$ cat src/sv/pfe_pkg.sv
// ----------------------------------------------------------------------------
// pfe_pkg
// Shared types, constants and helper functions for the pixel format expander.
// ----------------------------------------------------------------------------
`default_nettype none

package pfe_pkg;

  localparam int MAX_WIDTH    = 4096;
  localparam int PAL_ENTRIES  = 256;
  localparam int PAL_AW       = (PAL_ENTRIES > 1) ? $clog2(PAL_ENTRIES) : 1;
  localparam int QUEUE_DEPTH  = 4;
  localparam int QUEUE_AW     = $clog2(QUEUE_DEPTH);
  localparam int CNT_W        = 13;

  // Configuration register indexes
  localparam logic [1:0] CFG_FORMAT = 2'd0;
  localparam logic [1:0] CFG_WIDTH  = 2'd1;
  localparam logic [1:0] CFG_HEIGHT = 2'd2;
  localparam logic [1:0] CFG_UPR    = 2'd3;

  // Input command codes
  localparam logic CMD_PALETTE = 1'b0;
  localparam logic CMD_PIXELS  = 1'b1;

  typedef enum logic [2:0] {
    FMT_RGB32  = 3'd0,
    FMT_RGB555 = 3'd1,
    FMT_IDX8   = 3'd2,
    FMT_GRAY8  = 3'd3,
    FMT_IDX4   = 3'd4,
    FMT_IDX1   = 3'd5
  } fmt_t;

  typedef struct packed {
    logic        command;
    logic [31:0] data_word;
    logic [7:0]  palette_index;
    logic [23:0] palette_color;
  } in_item_t;

  typedef struct packed {
    logic [31:0] pixel_value;
    logic        last_of_item;
    logic        end_of_row;
    logic        end_of_frame;
  } out_item_t;

  typedef struct packed {
    logic [2:0]       pixel_format;
    logic [CNT_W-1:0] frame_width;
    logic [CNT_W-1:0] frame_height;
    logic [CNT_W-1:0] units_per_row;
  } cfg_t;

  // One classified unit or palette write, as queued for the back end
  typedef struct packed {
    logic        command;
    logic [2:0]  fmt;
    logic [31:0] data_word;
    logic [7:0]  palette_index;
    logic [23:0] palette_color;
    logic [3:0]  count;      // pixels to emit from this unit
    logic        ends_row;   // last emitted pixel closes the row
    logic        last_row;
  } job_t;

  function automatic logic [3:0] pixels_per_unit(input logic [2:0] fmt);
    case (fmt)
      FMT_IDX4: pixels_per_unit = 4'd2;
      FMT_IDX1: pixels_per_unit = 4'd8;
      default:  pixels_per_unit = 4'd1;
    endcase
  endfunction

  // floor(v * 255 / 32)
  function automatic logic [7:0] expand5(input logic [4:0] v);
    logic [12:0] prod;
    prod = ({v, 8'h00}) - {8'h00, v};
    expand5 = prod[12:5];
  endfunction

  function automatic logic pal_in_range(input logic [7:0] idx);
    pal_in_range = ({1'b0, idx} < 9'(PAL_ENTRIES));
  endfunction

endpackage

`default_nettype wire

$ cat src/sv/pfe_front.sv
// ----------------------------------------------------------------------------
// pfe_front
// Accepts input transactions, tracks row position and classifies each unit.
// ----------------------------------------------------------------------------
`default_nettype none

module pfe_front (
  input  wire logic             clk,
  input  wire logic             rst_n,
  input  wire pfe_pkg::cfg_t    cfg,
  input  wire logic             in_valid,
  output logic                  in_ready,
  input  wire pfe_pkg::in_item_t in_item,
  input  wire logic             queue_full,
  output logic                  push,
  output pfe_pkg::job_t         job
);

  localparam int W = pfe_pkg::CNT_W;

  logic [W-1:0] column_r, column_nxt;
  logic [W-1:0] unit_r, unit_nxt;
  logic [W-1:0] row_r, row_nxt;

  logic [W-1:0] width_eff, height_eff, upr_eff;
  logic         last_unit, last_row;
  logic [3:0]   n_pix, k_pix;
  logic [W:0]   avail, col_end;
  logic         is_pix;

  assign in_ready = !queue_full;
  assign push     = in_valid && in_ready;
  assign is_pix   = (in_item.command == pfe_pkg::CMD_PIXELS);

  always_comb begin
    if (cfg.frame_width == '0) begin
      width_eff = W'(1);
    end else if (cfg.frame_width > W'(pfe_pkg::MAX_WIDTH)) begin
      width_eff = W'(pfe_pkg::MAX_WIDTH);
    end else begin
      width_eff = cfg.frame_width;
    end
    height_eff = (cfg.frame_height == '0) ? W'(1) : cfg.frame_height;
    upr_eff    = (cfg.units_per_row == '0) ? W'(1) : cfg.units_per_row;

    last_unit = ({1'b0, unit_r} + (W+1)'(1)) >= {1'b0, upr_eff};
    last_row  = ({1'b0, row_r} + (W+1)'(1)) >= {1'b0, height_eff};

    n_pix = pfe_pkg::pixels_per_unit(cfg.pixel_format);
    avail = (column_r < width_eff) ? ({1'b0, width_eff} - {1'b0, column_r}) : '0;
    k_pix = (avail >= (W+1)'(n_pix)) ? n_pix : avail[3:0];
    col_end = {1'b0, column_r} + (W+1)'(k_pix);

    job.command       = in_item.command;
    job.fmt           = cfg.pixel_format;
    job.data_word     = in_item.data_word;
    job.palette_index = in_item.palette_index;
    job.palette_color = in_item.palette_color;
    job.count         = is_pix ? k_pix : 4'd0;
    job.ends_row      = last_unit || (col_end == {1'b0, width_eff});
    job.last_row      = last_row;

    column_nxt = column_r;
    unit_nxt   = unit_r;
    row_nxt    = row_r;
    if (push && is_pix) begin
      if (last_unit) begin
        column_nxt = '0;
        unit_nxt   = '0;
        row_nxt    = last_row ? '0 : (row_r + W'(1));
      end else begin
        column_nxt = col_end[W-1:0];
        unit_nxt   = unit_r + W'(1);
      end
    end
  end

  always_ff @(posedge clk) begin
    if (!rst_n) begin
      column_r <= '0;
      unit_r   <= '0;
      row_r    <= '0;
    end else begin
      column_r <= column_nxt;
      unit_r   <= unit_nxt;
      row_r    <= row_nxt;
    end
  end

endmodule

`default_nettype wire

$ cat config.mk
export PLATFORM = sky130hd
export DESIGN_NAME = pfe_front
export DESIGN_NICKNAME = d
export VERILOG_FILES = /design/src/sv/pfe_pkg.sv /design/src/sv/pfe_front.sv
export SDC_FILE = /design/constraint.sdc
export NUM_CORES = 1
export LEC_CHECK = 0
export BUFFER_PORTS_ARGS = -buffer_cell sky130_fd_sc_hd__buf_4
export CORE_UTILIZATION = 56
export DETAILED_ROUTE_END_ITERATION = 8
export GPL_ROUTABILITY_DRIVEN = 0
export PLACE_DENSITY = 0.85
export SLEW_MARGIN = 10
export SYNTH_ARGS = -nofsm -noshare
export SYNTH_HDL_FRONTEND = slang
export SYNTH_SLANG_ARGS = --single-unit
$ cat constraint.sdc
create_clock -name clk -period 19.1 [get_ports clk]
set_clock_uncertainty 0.1 [all_clocks]
set_input_delay 2.865 -clock clk [delete_from_list [all_inputs] [get_ports clk]]
set_output_delay 2.865 -clock clk [all_outputs]
set_load 0.02 [all_outputs]
* Yosys cells after proc, flatten, opt, wreduce, memory -nomap -nowiden
Index checks and enable logic that the tools add are counted.
** Word-level totals
- Output and inout bits :: 76
- Register bits :: 39
- Logic and storage cells :: 36
- Bits of input ports :: 111
** Operators by class
- Equal/unequal tests :: 3
- Mux-type cells :: 11
- Reduce and logical (&&, ||, !) cells :: 8
- $add $sub $neg :: 6
- Order comparisons :: 5
** Operators with widths (count)
- 2-to-1 mux 13 bit :: 7
- logical NOT 13 bit :: 3
- adder 13 x 1 -> 14 bit (second input constant) :: 2
- greater-or-equal comparator 14 x 13 -> 1 bit :: 2
- adder 13 x 1 -> 13 bit (second input constant) :: 2
- adder 13 x 4 -> 14 bit :: 1
- == test 14 x 13 -> 1 bit :: 1
- greater-or-equal comparator 14 x 4 -> 1 bit :: 1
- 2-to-1 mux 14 bit :: 1
- subtractor 13 x 13 -> 14 bit :: 1
- greater-than comparator 13 bit (second input constant) :: 1
- < comparator 13 bit :: 1
- 2-to-1 mux 4 bit :: 2
- one-hot mux 4 bit (2 select lines) :: 1
- == test 3 bit (second input constant) :: 2
- logical AND 1 bit :: 2
- AND reduction 2 bit :: 1
- logical NOT 1 bit :: 1
- logical OR 1 bit :: 1

* Longest topological paths before layout
- Depth in word-level cells :: 10
- Depth in mapped cells :: 27
- Gate-level depth less buffers :: 26

* Least setup slack after synthesis
Ideal clock, no wire load.
- Path type :: input to output
- From :: input port cfg[30] (netlist bit)
- To :: output port job[1] (netlist bit)
- Stages :: 25
- Path slack :: 7.699 ns
- Data arrival time :: 8.436 ns
- Data required time :: 16.135 ns
- Path buffers :: 1
- Cells stage by stage :: nor4_1 -> a31oi_1 -> or2_2 -> ha_1 -> fa_1 -> nand2b_1 -> a211oi_1 -> a2111o_1 -> o31ai_2 -> or2_2 -> ha_1 -> nand2b_1 -> a21o_1 -> a211oi_2 -> mux2_2 -> inv_1 -> fa_1 -> nor2b_1 -> o2111ai_1 -> o211ai_2 -> buf_2 -> nand3b_1 -> or4b_1 -> a32o_1 -> o31ai_2
** RTL lines
- start: declaration :: line pfe_front.sv:10 : input wire pfe_pkg::cfg_t cfg,
- end: declaration :: line pfe_front.sv:16 : output pfe_pkg::job_t job

==> metrics.md <==
| Metric | Value |
|---|---|
| Status | `finished with violations` |
| Failing checks | `DRC` |
| H-Tree Depth | `2` |
| Num Clock Sinks | `39` |
| WL/cell | `16.1 microns` |
| Crit Path Class | `input pin to output pin` |
| Initial core utilization | `58.6%` |
| Antenna violations before repair | `0` |
| Setup TNS Final | `0 ns` |
| GRT overflow | `0` |
| FF-to-FF path depth | `22` |
| Dpl hpwl | `9550 microns` |
| IO Count | `187` |
| Post-route DRC | `16` |
| Total track usage | `25.4%` |
| Resize count post-CTS | `0` |
| First-pass GRT wire length | `20800 microns` |
| Cell taking the most area after synthesis | `dfxtp_1` |
| Setup violators final | `0` |
| Initial DRC count | `383` |
| Fin crit share | `65.7%` |
| EDFF count, synth | `0` |
| CTS tree | `built` |
| Post-synthesis net count | `855` |
| Die X | `98.0 microns` |
| Hold depth | `2` |
| Leak | `0.00234 uW` |
| Vias in the first global route | `4656` |
| Clock slew at reported path FFs | `0.08 ns` |
| Slew Viols, Final | `0` |
| Crit start category | `input pin` |
| Fill count | `806` |
| Post-Syn Area | `5160 sq um` |
| Max-Cap Viols | `0` |
| DR vias/cell | `6.34` |
| N_diodes | `0` |
| Hold WS | `0.388 ns` |
| Largest net degree at the start of global routing | `51` |
| Pwr Density | `39.4 nW/um^2` |
| Core box area | `8810 sq um` |
| Ys async rst share | `0%` |
| Post-CTS Setup Repair Bufs | `0` |
| Clock root buffer master | `clkbuf_8` |
| Cells after Synth | `696` |
| Worst-Skew Late Latency | `0.29 ns` |
| Syn_area_per_cell | `7.41 sq um` |
| Die area | `9600 sq um` |
| Number of synthesized register bits | `39` |
| Actual slew at the worst max-slew pin | `0.889 ns` |
| Fin crit period | `12.54 ns` |
| Area of the multi-input gates | `3530 sq um` |
| Clock buffer depth | `2` |
| Worst path arrival time | `9.58 ns` |
| Share of cells above drive strength 1 | `13.5%` |
| Area grow syn2layout | `0.704%` |
| DRT antenna net count | `0` |
| Post-route cell area | `5190 sq um` |
| Top FF cell, synth | `dfxtp_1` |
| Worst VDD drop | `0.0000279 V` |
| Total iterations of the first detailed-routing run | `7` |
| Die Ht | `98.0 microns` |
| Yosys top cell area share | `15.1%` |
| Max frequency | `0.0797 GHz` |
| Cts hold-fix bufs | `0` |
| CP endpoint kind | `output pin` |
| Placed cell area | `5100 sq um` |
| Post-Route WL | `12500 microns` |
| Via count | `4905` |
| Netlist cell types | `67` |
| Slew HR | `40.5%` |
| Sequential share of the synthesized area | `15.1%` |
| Cts bufs inserted | `5` |
| Crit-path max FO | `11` |
| Hold Crit Class | `register to register` |
| Critical Path RT | `16.14 ns` |
| RSZ-0062 raised after global routing | `false` |
| Row Count | `34` |
| Area contributors post-synth | `dfxtp_1 15%, ha_1 11%, buf_4 10%, nand2_1 4.3%, inv_1 3.9%` |
| Nets | `824` |
| I/O Buffers | `58` |
| Register Area | `781 sq um` |
| Synth warn | `0` |
| Final Hold Vio Count | `0` |
-- registers in the layout, summed over array words and instances (netlist names) --
signal and cells:
column_r 13, row_r 13, unit_r 13
-- final timing paths --
check	from	to	slack [ns]
worst max-delay path	cfg[30]	job[1]	6.56
worst min-delay path	unit_r[1]	unit_r[1]	0.39
worst max register to register	column_r[11]	column_r[12]	13.30
worst min register to register	unit_r[1]	unit_r[1]	0.39
-- worst max-delay path, cell delays in order --
cell and delay, ns:
buf_4 0.11, nor4_1 0.42, a31oi_1 0.16, or2_2 0.33
ha_1 0.22, fa_1 0.41, nand2b_1 0.18, a211oi_1 0.31
a2111o_1 0.20, o31ai_2 0.14, or2_2 0.34, ha_1 0.28
nand2b_1 0.14, a21o_1 0.18, a211oi_2 0.38, nor2_1 0.07
a21oi_1 0.22, ha_1 0.24, inv_1 0.06, fa_1 0.47
nor2b_1 0.14, o2111ai_1 0.15, o211ai_2 0.24, a21boi_1 0.13
or4b_1 0.48, a32o_1 0.28, o31ai_2 0.24, buf_4 0.18
-- stage by stage --
step           std cells  util [%]  total power (uW)  setup WS [ns]
2_1_floorplan        696         -               150           7.70
3_3_place_gp         765      57.9               148           7.17
3_5_place_dp         765      57.9               150           6.70
4_1_cts              773      58.9               205           6.67
5_1_grt              774      59.0               216           6.18
6_report             774      59.0               204           6.56
-- cells in the final DEF, fill, tap and decap left out, drive strengths merged, types with 4 or more instances in the layout --
| cell | count |
|---|---|
| nand2 | 59 |
| a21boi | 15 |
| nor4 | 12 |
| and3 | 19 |
| o2111ai | 4 |
| inv | 54 |
| nand2b | 10 |
| buf | 60 |
| nand3b | 8 |
| nor2 | 33 |
| xor2 | 19 |
| a31o | 5 |
| a211oi | 9 |
| o31ai | 4 |
| a21o | 20 |
| nand4 | 9 |
| nand3 | 19 |
| or3 | 11 |
| dfxtp | 39 |
| ha | 46 |
| o211ai | 6 |
| nor2b | 17 |
| nand4b | 9 |
| a31oi | 6 |
| xnor2 | 20 |
| o221ai | 9 |
| o21a | 6 |
| and2 | 14 |
| clkbuf | 5 |
| nor3 | 14 |
| a21oi | 31 |
| o21ai | 36 |
-- cells by family after synthesis --
| family | count (synthesis) | synth area share, % |
|---|---|---|
| and+or+nand+nor | 241 | 25.4 |
| muxes | 3 | 0.631 |
| DFF | 39 | 15.1 |
| xor gates and xnor gates | 40 | 7.06 |
| adders and majority gates | 50 | 12.4 |
| buffers and inverters | 152 | 16.3 |
| AOI/OAI and AO/OA | 171 | 23.1 |
-- synth_stat cells (3+ instances only) --
cell type,n
buf_4,69
nand2_1,59
inv_1,54
ha_1,46
dfxtp_1,39
o21ai_0,35
nor2_1,32
a21oi_1,30
clkbuf_1,25
a21o_1,20
xnor2_1,20
and3_1,19
nand3_1,19
xor2_1,19
nor2b_1,16
a21boi_0,14
and2_1,14
nor3_1,13
nor4_1,12
or3_1,11
nand2b_1,10
nand4_1,9
nand4b_1,9
o221ai_1,9
a211oi_1,8
nand3b_1,8
a31oi_1,6
o21a_1,6
a31o_2,5
o211ai_1,5
o2111ai_1,4
buf_2,3
-- routing by layer --
| metal | vias to the layer above | share of wire (%) | track usage, % |
|---|---|---|---|
| met2 | 227 | 47 | 45.0 |
| met4 | 0 | 3.5 | 9.56 |
| met1 | 2281 | 41 | 30.3 |
| li1 | 2344 | - | - |
| met3 | 53 | 8.0 | 5.01 |
| met5 | - | 0 | 0 |
-- final cells by class --
cell class / instances / area share (%)
timing repair buffer: 60 / 8.67
sequential: 39 / 15.0
inverter: 54 / 3.90
clock buffer: 5 / 1.33
tap: 108 / 2.60
multi-input combinational: 505 / 68.1
clock inverter: 3 / 0.386
-- where the power goes --
part	internal, uW	leakage, uW	switching [uW]
clock network	25.4	0.0000402	29.2
logic	30.1	0.00199	37.5
registers	81.6	0.000314	0.487
No activity file was read; power rests on OpenSTA's default activity.
