--- config.mk ---
export PLATFORM = sky130hd
export DESIGN_NAME = pfe_queue
export DESIGN_NICKNAME = d
export VERILOG_FILES = /design/src/sv/pfe_pkg.sv /design/src/sv/pfe_queue.sv
export SDC_FILE = /design/constraint.sdc
export NUM_CORES = 1
export LEC_CHECK = 0
export BUFFER_PORTS_ARGS = -buffer_cell sky130_fd_sc_hd__buf_2
export CAP_MARGIN = 20
export CORE_ASPECT_RATIO = 1.75
export CORE_MARGIN = 2
export CORE_UTILIZATION = 45
export CTS_CLUSTER_DIAMETER = 60
export DETAILED_ROUTE_END_ITERATION = 7
export PLACE_DENSITY = 0.77
export SYNTH_ARGS = -nofsm -noshare
export SYNTH_HDL_FRONTEND = slang
export SYNTH_SLANG_ARGS = --single-unit
--- constraint.sdc ---
create_clock -name clk -period 3 [get_ports clk]
set_clock_uncertainty 0.05 [all_clocks]
set_input_delay 0.3 -clock clk [delete_from_list [all_inputs] [get_ports clk]]
set_output_delay 0.3 -clock clk [all_outputs]
set_load 0.02 [all_outputs]
--- src/sv/pfe_pkg.sv ---
// ----------------------------------------------------------------------------
// pfe_pkg
// Shared types, constants and helper functions for the pixel format expander.
// ----------------------------------------------------------------------------
`default_nettype none

package pfe_pkg;

  localparam int MAX_WIDTH    = 4096;
  localparam int PAL_ENTRIES  = 256;
  localparam int PAL_AW       = (PAL_ENTRIES > 1) ? $clog2(PAL_ENTRIES) : 1;
  localparam int QUEUE_DEPTH  = 4;
  localparam int QUEUE_AW     = $clog2(QUEUE_DEPTH);
  localparam int CNT_W        = 13;

  // Configuration register indexes
  localparam logic [1:0] CFG_FORMAT = 2'd0;
  localparam logic [1:0] CFG_WIDTH  = 2'd1;
  localparam logic [1:0] CFG_HEIGHT = 2'd2;
  localparam logic [1:0] CFG_UPR    = 2'd3;

  // Input command codes
  localparam logic CMD_PALETTE = 1'b0;
  localparam logic CMD_PIXELS  = 1'b1;

  typedef enum logic [2:0] {
    FMT_RGB32  = 3'd0,
    FMT_RGB555 = 3'd1,
    FMT_IDX8   = 3'd2,
    FMT_GRAY8  = 3'd3,
    FMT_IDX4   = 3'd4,
    FMT_IDX1   = 3'd5
  } fmt_t;

  typedef struct packed {
    logic        command;
    logic [31:0] data_word;
    logic [7:0]  palette_index;
    logic [23:0] palette_color;
  } in_item_t;

  typedef struct packed {
    logic [31:0] pixel_value;
    logic        last_of_item;
    logic        end_of_row;
    logic        end_of_frame;
  } out_item_t;

  typedef struct packed {
    logic [2:0]       pixel_format;
    logic [CNT_W-1:0] frame_width;
    logic [CNT_W-1:0] frame_height;
    logic [CNT_W-1:0] units_per_row;
  } cfg_t;

  // One classified unit or palette write, as queued for the back end
  typedef struct packed {
    logic        command;
    logic [2:0]  fmt;
    logic [31:0] data_word;
    logic [7:0]  palette_index;
    logic [23:0] palette_color;
    logic [3:0]  count;      // pixels to emit from this unit
    logic        ends_row;   // last emitted pixel closes the row
    logic        last_row;
  } job_t;

  function automatic logic [3:0] pixels_per_unit(input logic [2:0] fmt);
    case (fmt)
      FMT_IDX4: pixels_per_unit = 4'd2;
      FMT_IDX1: pixels_per_unit = 4'd8;
      default:  pixels_per_unit = 4'd1;
    endcase
  endfunction

  // floor(v * 255 / 32)
  function automatic logic [7:0] expand5(input logic [4:0] v);
    logic [12:0] prod;
    prod = ({v, 8'h00}) - {8'h00, v};
    expand5 = prod[12:5];
  endfunction

  function automatic logic pal_in_range(input logic [7:0] idx);
    pal_in_range = ({1'b0, idx} < 9'(PAL_ENTRIES));
  endfunction

endpackage

`default_nettype wire

--- src/sv/pfe_queue.sv ---
// ----------------------------------------------------------------------------
// pfe_queue
// Short register queue between the front end and the back end.
// ----------------------------------------------------------------------------
`default_nettype none

module pfe_queue (
  input  wire logic          clk,
  input  wire logic          rst_n,
  input  wire logic          push,
  input  wire pfe_pkg::job_t push_job,
  input  wire logic          pop,
  output pfe_pkg::job_t      head,
  output logic               empty,
  output logic               full
);

  localparam int AW = pfe_pkg::QUEUE_AW;

  pfe_pkg::job_t entry_r [pfe_pkg::QUEUE_DEPTH];
  logic [AW-1:0] wr_ptr_r, wr_ptr_nxt;
  logic [AW-1:0] rd_ptr_r, rd_ptr_nxt;
  logic [AW:0]   fill_r, fill_nxt;
  logic          do_push, do_pop;

  assign empty   = (fill_r == '0);
  assign full    = (fill_r == (AW+1)'(pfe_pkg::QUEUE_DEPTH));
  assign do_push = push && !full;
  assign do_pop  = pop && !empty;
  assign head    = entry_r[rd_ptr_r];

  always_comb begin
    wr_ptr_nxt = do_push ? (wr_ptr_r + AW'(1)) : wr_ptr_r;
    rd_ptr_nxt = do_pop  ? (rd_ptr_r + AW'(1)) : rd_ptr_r;
    fill_nxt   = fill_r;
    if (do_push && !do_pop) begin
      fill_nxt = fill_r + (AW+1)'(1);
    end else if (do_pop && !do_push) begin
      fill_nxt = fill_r - (AW+1)'(1);
    end
  end

  always_ff @(posedge clk) begin
    if (!rst_n) begin
      wr_ptr_r <= '0;
      rd_ptr_r <= '0;
      fill_r   <= '0;
    end else begin
      wr_ptr_r <= wr_ptr_nxt;
      rd_ptr_r <= rd_ptr_nxt;
      fill_r   <= fill_nxt;
    end
  end

  always_ff @(posedge clk) begin
    if (do_push) begin
      entry_r[wr_ptr_r] <= push_job;
    end
  end

endmodule

`default_nettype wire

Word level (Yosys, flattened, before mapping)

Memory sizes are Yosys's and may differ from the RTL's. A register that Yosys moved wholly into a read port is not among the register bits.
Cells that the tools add are included.

Logic and storage cells: 25
Memories kept: 1
Input port bits: 78
Bits in registers: 7
RAM bits: 296
ROM bits: 0
Bits in latches: 0

Bitwise operators: 0
$lt $le $gt $ge: 0
Shift-type cells: 0
Multiply operators: 0
Eq/ne operators: 1
Mux-type cells: 6
$add $sub $neg: 4
Div/mod/pow operators: 0
Reductions and logical operators: 10

Memories:

| name    | words | bits a word | read ports | clocked after Yosys merged registers in | wr ports | line            | text |
|---|---|---|---|---|---|---|---|
| entry_r | 4     | 74          | 1          | 1                                       | 1        | pfe_queue.sv:20 | `pfe_pkg::job_t entry_r [pfe_pkg::QUEUE_DEPTH];` |

Operators by type and width:

| operator                                                           | number |
|---|---|
| 3-bit two-way mux                                                  | 2 |
| 2-bit by 1-bit adder with 2-bit output, second input constant      | 2 |
| 1-bit logical AND                                                  | 4 |
| 1-bit logical NOT                                                  | 4 |
| 2-bit two-way mux                                                  | 2 |
| 3-bit by 1-bit adder with 3-bit output, second input constant      | 1 |
| 3-bit equality test, second input constant                         | 1 |
| 3-bit logical NOT                                                  | 1 |
| 3-bit by 1-bit subtractor with 3-bit output, second input constant | 1 |
| 1-bit two-way mux                                                  | 2 |
| 2-bit nonzero test                                                 | 1 |

Longest topological paths before layout

Gate-level depths: netlist (run 1).

Word-level depth: 7
Gate-level depth with buffers: 9
Mapped depth without buffers: 8

Least setup slack after synthesis (run 1)

OpenSTA, ideal clock, no wires.

Path type: reg-to-reg
Start: register fill_r[0]
End: memory entry_r[0][0] (netlist name) (enable)
Cell stages (with the launch flop): 5
Data arrival time: 2.610 ns
Library setup time: 0.440 ns
Clock period less this slack: 3.100 ns
Path slack: -0.100 ns
Cells stage by stage: dfxtp_1 > nor3b_2 > nor2b_1 > buf_2 > and2_1

Word-level cells in the longest chain between the ends: 5

Ends and longest elaborated chain:

| what                                    | line            | text |
|---|---|---|
| start, declared                         | pfe_queue.sv:23 | `logic [AW:0] fill_r, fill_nxt;` |
| start signal, assigned                  | pfe_queue.sv:51 | `fill_r <= fill_nxt;` |
| 3-bit equality test                     | pfe_queue.sv:27 | `assign full = (fill_r == (AW+1)'(pfe_pkg::QUEUE_DEPTH));` |
| via full                                | pfe_queue.sv:15 | `output logic full` |
| 1-bit logical NOT                       | pfe_queue.sv:28 | `assign do_push = push && !full;` |
| 1-bit logical AND                       | pfe_queue.sv:28 |  |
| via do_push                             | pfe_queue.sv:24 | `logic do_push, do_pop;` |
| 1-bit two-way mux                       | pfe_queue.sv:56 | `if (do_push) begin` |
| 1-bit two-way mux (implied by the code) | pfe_queue.sv:57 | `entry_r[wr_ptr_r] <= push_job;` |
| end, declared                           | pfe_queue.sv:20 |  |

The timed path passes the listed nets, and every way through them passes these cells.

==> flow_summary.yaml, run 1 <==
clock_tree:
  clockRootBuffer: "clkbuf_16"
  cts_tree: "done"
  cts.path.max_buffers: 3
  cts_sinks: 305
  htree_levels: 1
  cts_buffers: 27
  clkTransAtPathRegs_ns: 0.07
  clock_latency_ns: 0.52
floorplanning:
  dieArea_um2: 26100
  pin_count: 154
  core_area_um2: 24500
  die_y_um: 212
  die_x_um: 123
  start_util_pct: 45.5
  placementRows: 76
drt:
  wl_per_cell_um: 21.0
  num_vias: 5305
  drtIter0Drc: 353
  drt_pre_antenna_iters: 7
  drcViolationCount: 0
  viasPerCell: 5.21
  ant_nets: 0
  wl_um: 21400
global_route:
  grt_util_all_layers_pct: 16.7
  grt_pass1_wl_um: 32300
  grt_max_degree: 43
  grt_pass1_vias: 5753
  gr-total-overflow: 0
  antenna_found_initial: 2
place:
  dp_hpwl_um: 13500
  portBuffers: 153
  postPlaceCellArea_um2: 12400
  gp_congestion: 0.793
  dpl_worst_slack_ns: 0.684
timing:
  hold_viol_final: 0
  setup_violations: 0
  tightest_slew_ns: 0.496
  rsz0062_at_grt: "no"
  post-route-period-util_pct: 87.0
  tns_ns: 0
  min_period_ns: 2.61
  finalMaxSlewViolations: 0
  setup_ws_ns: 0.390
  slew_headroom_pct: 66.9
  fmax_mhz: 383
  hold_ws_ns: 0.0561
run_status:
  status: "completed"
final_layout:
  final_common_cell: "edfxtp_1"
  nets: 769
  fillers: 1811
  final_area_um2: 14000
  area_growth_pct: 25.2
  drive_gt1_share_pct: 40.5
  final_cell_mix: "edfxtp_1 (296), buf_2 (153), mux4_2 (74), dlygate4sd3_1 (74), clkbuf_16 (27)"
power:
  power.switching_w: 0.00332
  leakage_nw: 4.72
  pwr-share-seq_pct: 46.2
  clock_power_share_pct: 27.8
  internal-power_w: 0.00836
  netSwitchingFraction_pct: 28.5
  p_comb_share_pct: 26.0
  irDropWorstVdd_v: 0.000535
  p_total_w: 0.0117
  powerDensity_nw_per_um2: 836
synth:
  yosysSeqAreaShare_pct: 81.2
  synth_top_cell_by_area: "edfxtp_1"
  syn-num-nets: 518
  ys.flop_type: "edfxtp_1"
  synth_cell_type_count: 23
  ys_ff_latch: 305
  synth_edf_count: 296
  synthCells: 434
  synth_top_area_share_pct: 79.6
  async_reset_ff_share_pct: 0
  postSynthAreaPerCell_um2: 25.7
  yosys_warnings: 0
  ys_top_cells_by_area: "edfxtp_1 (80%), mux4_2 (15%), dfxtp_1 (1.6%)"
  netlist_area_um2: 11200
critical_path:
  max_stage_delay_ns: 0.59
  endpoint_kind: "output port"
  required_ns: 2.65
  crit_chain: "buf_12, mux4_2, buf_2"
  startpoint_type: "flip-flop"
  crit_type: "flip-flop to output port"
  worstPathMaxFanout: 35
  worstPathArrival_ns: 2.26
  worst_path_max_delay_cell: "mux4_2"
min_path:
  holdCritPathClass: "input port to flip-flop"
job:
  maxCapViolCount: 0
path summary, 6_finish.rpt:
check,cells after the start,endpoint,startpoint,slack [ns]
worst max-delay path,3,head[53],flip-flop,0.39
worst min-delay path,3,wr_ptr_r[1],rst_n,0.06
worst max register to register,9,fill_r[2],fill_r[0],0.69
worst min register to register,2,wr_ptr_r[1],wr_ptr_r[1],0.47
power by group through the flow:
stage / Combinational [W] / Clock, W / Sequential, W
2_1_floorplan: 0.00216 / 0 / 0.00535
3_3_place_gp: 0.00295 / 0 / 0.00545
3_5_place_dp: 0.00300 / 0 / 0.00550
4_1_cts: 0.00309 / 0.00332 / 0.00541
5_1_grt: 0.00324 / 0.00347 / 0.00544
6_report: 0.00304 / 0.00325 / 0.00539
routing by layer:
metal | vias up | track usage, % | routed length (um)
li1 | 2362 | - | -
met1 | 2723 | 19.1 | 7650
met2 | 180 | 30.1 | 11900
met3 | 40 | 2.49 | 1010
met4 | 0 | 8.07 | 909
met5 | - | 0 | 0
through the flow:
step                util, %  cells
finish                 57.0   1019
global route           57.0   1018
CTS                    56.9   1016
detailed placement     50.5    894
global placement       50.5    894
floorplan                 -    434
flip-flops by register name, indices dropped and copies added, names as in the netlist, named ones only:
register	flops
fill_r	3
wr_ptr_r	2
rd_ptr_r	2
entry_r	296
cell families after synthesis:
kind of cell | count (synthesis) | synth area share (%)
adders and majority gates | 6 | 0.740
and+or+nand+nor | 17 | 0.908
buffers and inverters | 21 | 1.30
AOI/OAI and AO/OA | 4 | 0.303
muxes | 77 | 15.2
xor gates and xnor gates | 4 | 0.314
DFF | 305 | 81.2
critical path, delay by kind of cell (launching register included):
family | cells | cell delay, ns
flip-flops | 1 | 0.58
multiplexers | 1 | 0.59
buffers and inverters | 2 | 0.50
Yosys cell counts (2+ instances only):
library cell and number:
nor2b_1 2, mux2i_1 3, nand2_1 4, clkbuf_1 2, edfxtp_1 296, mux4_2 74
buf_6 7, ha_1 5, inv_1 3, buf_2 8, and2_1 8, xnor2_1 3
dfxtp_1 9
layout make-up:
type / instances / area, um2 / area share, %
sequential: 305 / 9080 / 64.9
multi-input combinational: 108 / 1960 / 14.0
timing repair buffer: 240 / 1690 / 12.1
clock buffer: 33 / 698 / 5.00
tap: 312 / 390 / 2.79
clock inverter: 15 / 140 / 1.00
inverter: 3 / 11.3 / 0.0806
antenna: 3 / 7.51 / 0.0537
what timing repair did:
action	in CTS	in global routing
hold buffers	74	0
hold endpoints to repair	296	0
setup buffers	0	0
resized for setup	0	0
setup endpoints to repair	0	0
(Power assumes the default switching activity.)
==> inputs of run 2 (changes only) <==
--- a/config.mk
+++ b/config.mk
@@ -9,10 +9,11 @@
 export CAP_MARGIN = 20
 export CORE_ASPECT_RATIO = 1.75
 export CORE_MARGIN = 2
-export CORE_UTILIZATION = 45
+export CORE_UTILIZATION = 47
 export CTS_CLUSTER_DIAMETER = 60
 export DETAILED_ROUTE_END_ITERATION = 7
-export PLACE_DENSITY = 0.77
+export GPL_TIMING_DRIVEN = 0
+export PLACE_DENSITY = 0.8
 export SYNTH_ARGS = -nofsm -noshare
 export SYNTH_HDL_FRONTEND = slang
 export SYNTH_SLANG_ARGS = --single-unit
==> run 2 against run 1 <==
Fmax rose by 9.2%. Total power fell by 0.21%. Final cell count fell by 0.49%. Largest cell class unchanged. Highest routed layer unchanged.
==> flow_summary.yaml, run 2 (synthesized netlist as in run 1, its figures left out) <==
critical_path:
  r2r_end: "fill_r[2]"
  required_ns: 2.65
  reg2reg_slack_ns: 0.61
  worstPathArrival_ns: 2.04
  startpoint_type: "flip-flop"
  reg2regPathDepth: 9
  r2r_start: "fill_r[0]"
  crit_type: "flip-flop to output port"
  endpoint_kind: "output port"
  worstPathMaxFanout: 10
global_route:
  antenna_found_initial: 2
  grt_max_degree: 44
  grt_util_all_layers_pct: 17.6
  gr-total-overflow: 0
  grt_pass1_vias: 6069
  grt_pass1_wl_um: 33400
clock_tree:
  htree_levels: 1
  clockRootBuffer: "clkbuf_16"
  cts_sinks: 305
  clkTransAtPathRegs_ns: 0.07
  clock_latency_ns: 0.52
  cts_tree: "done"
  cts_buffers: 25
  cts.path.max_buffers: 3
min_path:
  holdPathEnd: "wr_ptr_r[0]"
  hp-start: "rst_n"
  holdCritPathClass: "input port to flip-flop"
  holdPathStages: 3
drt:
  wl_per_cell_um: 21.3
  met3_length_um: 705
  ant_nets: 0
  highest_layer: "met4"
  num_vias: 5375
  drtIter0Drc: 410
  met1_length_um: 7750
  drt_pre_antenna_iters: 4
  drcViolationCount: 0
  viasPerCell: 5.30
  wl_um: 21500
  wl_met2_um: 12300
timing:
  fmax_mhz: 418
  min_period_ns: 2.39
  rsz0062_at_grt: "no"
  hold_ws_ns: 0.113
  tns_ns: 0
  slew_headroom_pct: 59.4
  setup_violations: 0
  finalMaxSlewViolations: 0
  tightest_slew_ns: 0.610
  post-route-period-util_pct: 79.7
  hold_viol_final: 0
power:
  power.switching_w: 0.00329
  clock_power_share_pct: 27.3
  internal-power_w: 0.00837
  irDropWorstVdd_v: 0.000617
  pwr-share-seq_pct: 45.5
  powerDensity_nw_per_um2: 834
  leakage_nw: 4.76
  netSwitchingFraction_pct: 28.2
  p_comb_share_pct: 27.2
floorplanning:
  pin_count: 154
  core_area_um2: 23300
  placementRows: 74
  dieArea_um2: 25000
  die_y_um: 208
  die_x_um: 121
  start_util_pct: 47.8
final_layout:
  regMostFlops: "entry_r"
  largest_reg_flops: 296
  fillers: 1667
  final_cell_mix: "edfxtp_1 (296), buf_2 (160), mux4_2 (74), dlygate4sd3_1 (74), clkbuf_16 (26)"
  drive_gt1_share_pct: 40.7
  register_area_um2: 9070
  final_common_cell: "edfxtp_1"
  nets: 775
  area_growth_pct: 25.2
  largestRegisters: "entry_r: 296 flops, fill_r: 3 flops"
  final_area_um2: 14000
  multiInputGateArea_um2: 1960
place:
  postPlaceCellArea_um2: 12400
  portBuffers: 152
  gp_congestion: 0.748
  dp_hpwl_um: 13100
job:
  maxCapViolCount: 0
run_status:
  status: "completed"
[run 2: cell count changes in the layout (fill, tap and decap cells not counted), moves of 4 or more]
cell / change
buf_12: -7
buf_16: +4
buf_2: +7
buf_4: -5
buf_6: +7
[run 2: area by class of cell]
type                    count  area share, %
diodes                      2         0.0358
multi-input cells         108           14.0
clock inverters            11          0.752
well taps                 304           2.72
repair buffers            230           11.5
flip-flops and latches    305           64.9
plain buffers              18          0.958
inverters                   3         0.0806
clock buffers              33           4.99
[run 2: critical path: stages, from the launching register on]
cell and delay, ns:
dfxtp_1 0.32, buf_2 0.28, buf_2 0.34, mux4_2 0.38
buf_2 0.18
[run 2: repair_timing]
action	CTS	global route
buffers inserted	0	0
resized for setup	0	0
setup endpoints to repair	0	0
endpoints found under the hold margin	296	0
hold buffers	74	0
[run 2: worst max-delay path by stage]
stage | startpoint | end | slack, ns | depth (start not counted)
3_3_place_gp | fill_r[0] | entry_r[3][33] | 0.12 | 4
2_1_floorplan | fill_r[0] | entry_r[0][0] | 0.71 | 4
4_1_cts | flip-flop | head[57] | 0.56 | 4
5_1_grt | fill_r[0] | fill_r[2] | 0.42 | 9
3_5_place_dp | fill_r[0] | fill_r[2] | 0.60 | 9
6_report | flip-flop | head[57] | 0.61 | 4
[run 2: per-layer routing]
metal | up-vias | track usage [%]
li1 | 2367 | -
met1 | 2808 | 19.5
met2 | 153 | 33.0
met3 | 47 | 2.31
met4 | 0 | 7.54
met5 | - | 0
[run 2: power groups by stage]
stage / combinational, W / clock, W / sequential [W]
6_report: 0.00318 / 0.00318 / 0.00530
3_3_place_gp: 0.00301 / 0 / 0.00537
4_1_cts: 0.00323 / 0.00325 / 0.00530
3_5_place_dp: 0.00314 / 0 / 0.00539
5_1_grt: 0.00338 / 0.00340 / 0.00534
2_1_floorplan: 0.00216 / 0 / 0.00535
[run 2: through the flow]
stage | utilization, % | total power, W | std cells | worst slack, ns
6_report | 59.9 | 0.0117 | 1014 | 0.609
5_1_grt | 59.9 | 0.0121 | 1014 | 0.416
4_1_cts | 59.9 | 0.0118 | 1012 | 0.558
3_5_place_dp | 53.2 | 0.00853 | 894 | 0.596
3_3_place_gp | 52.8 | 0.00839 | 890 | 0.118
2_1_floorplan | - | 0.00751 | 434 | 0.712
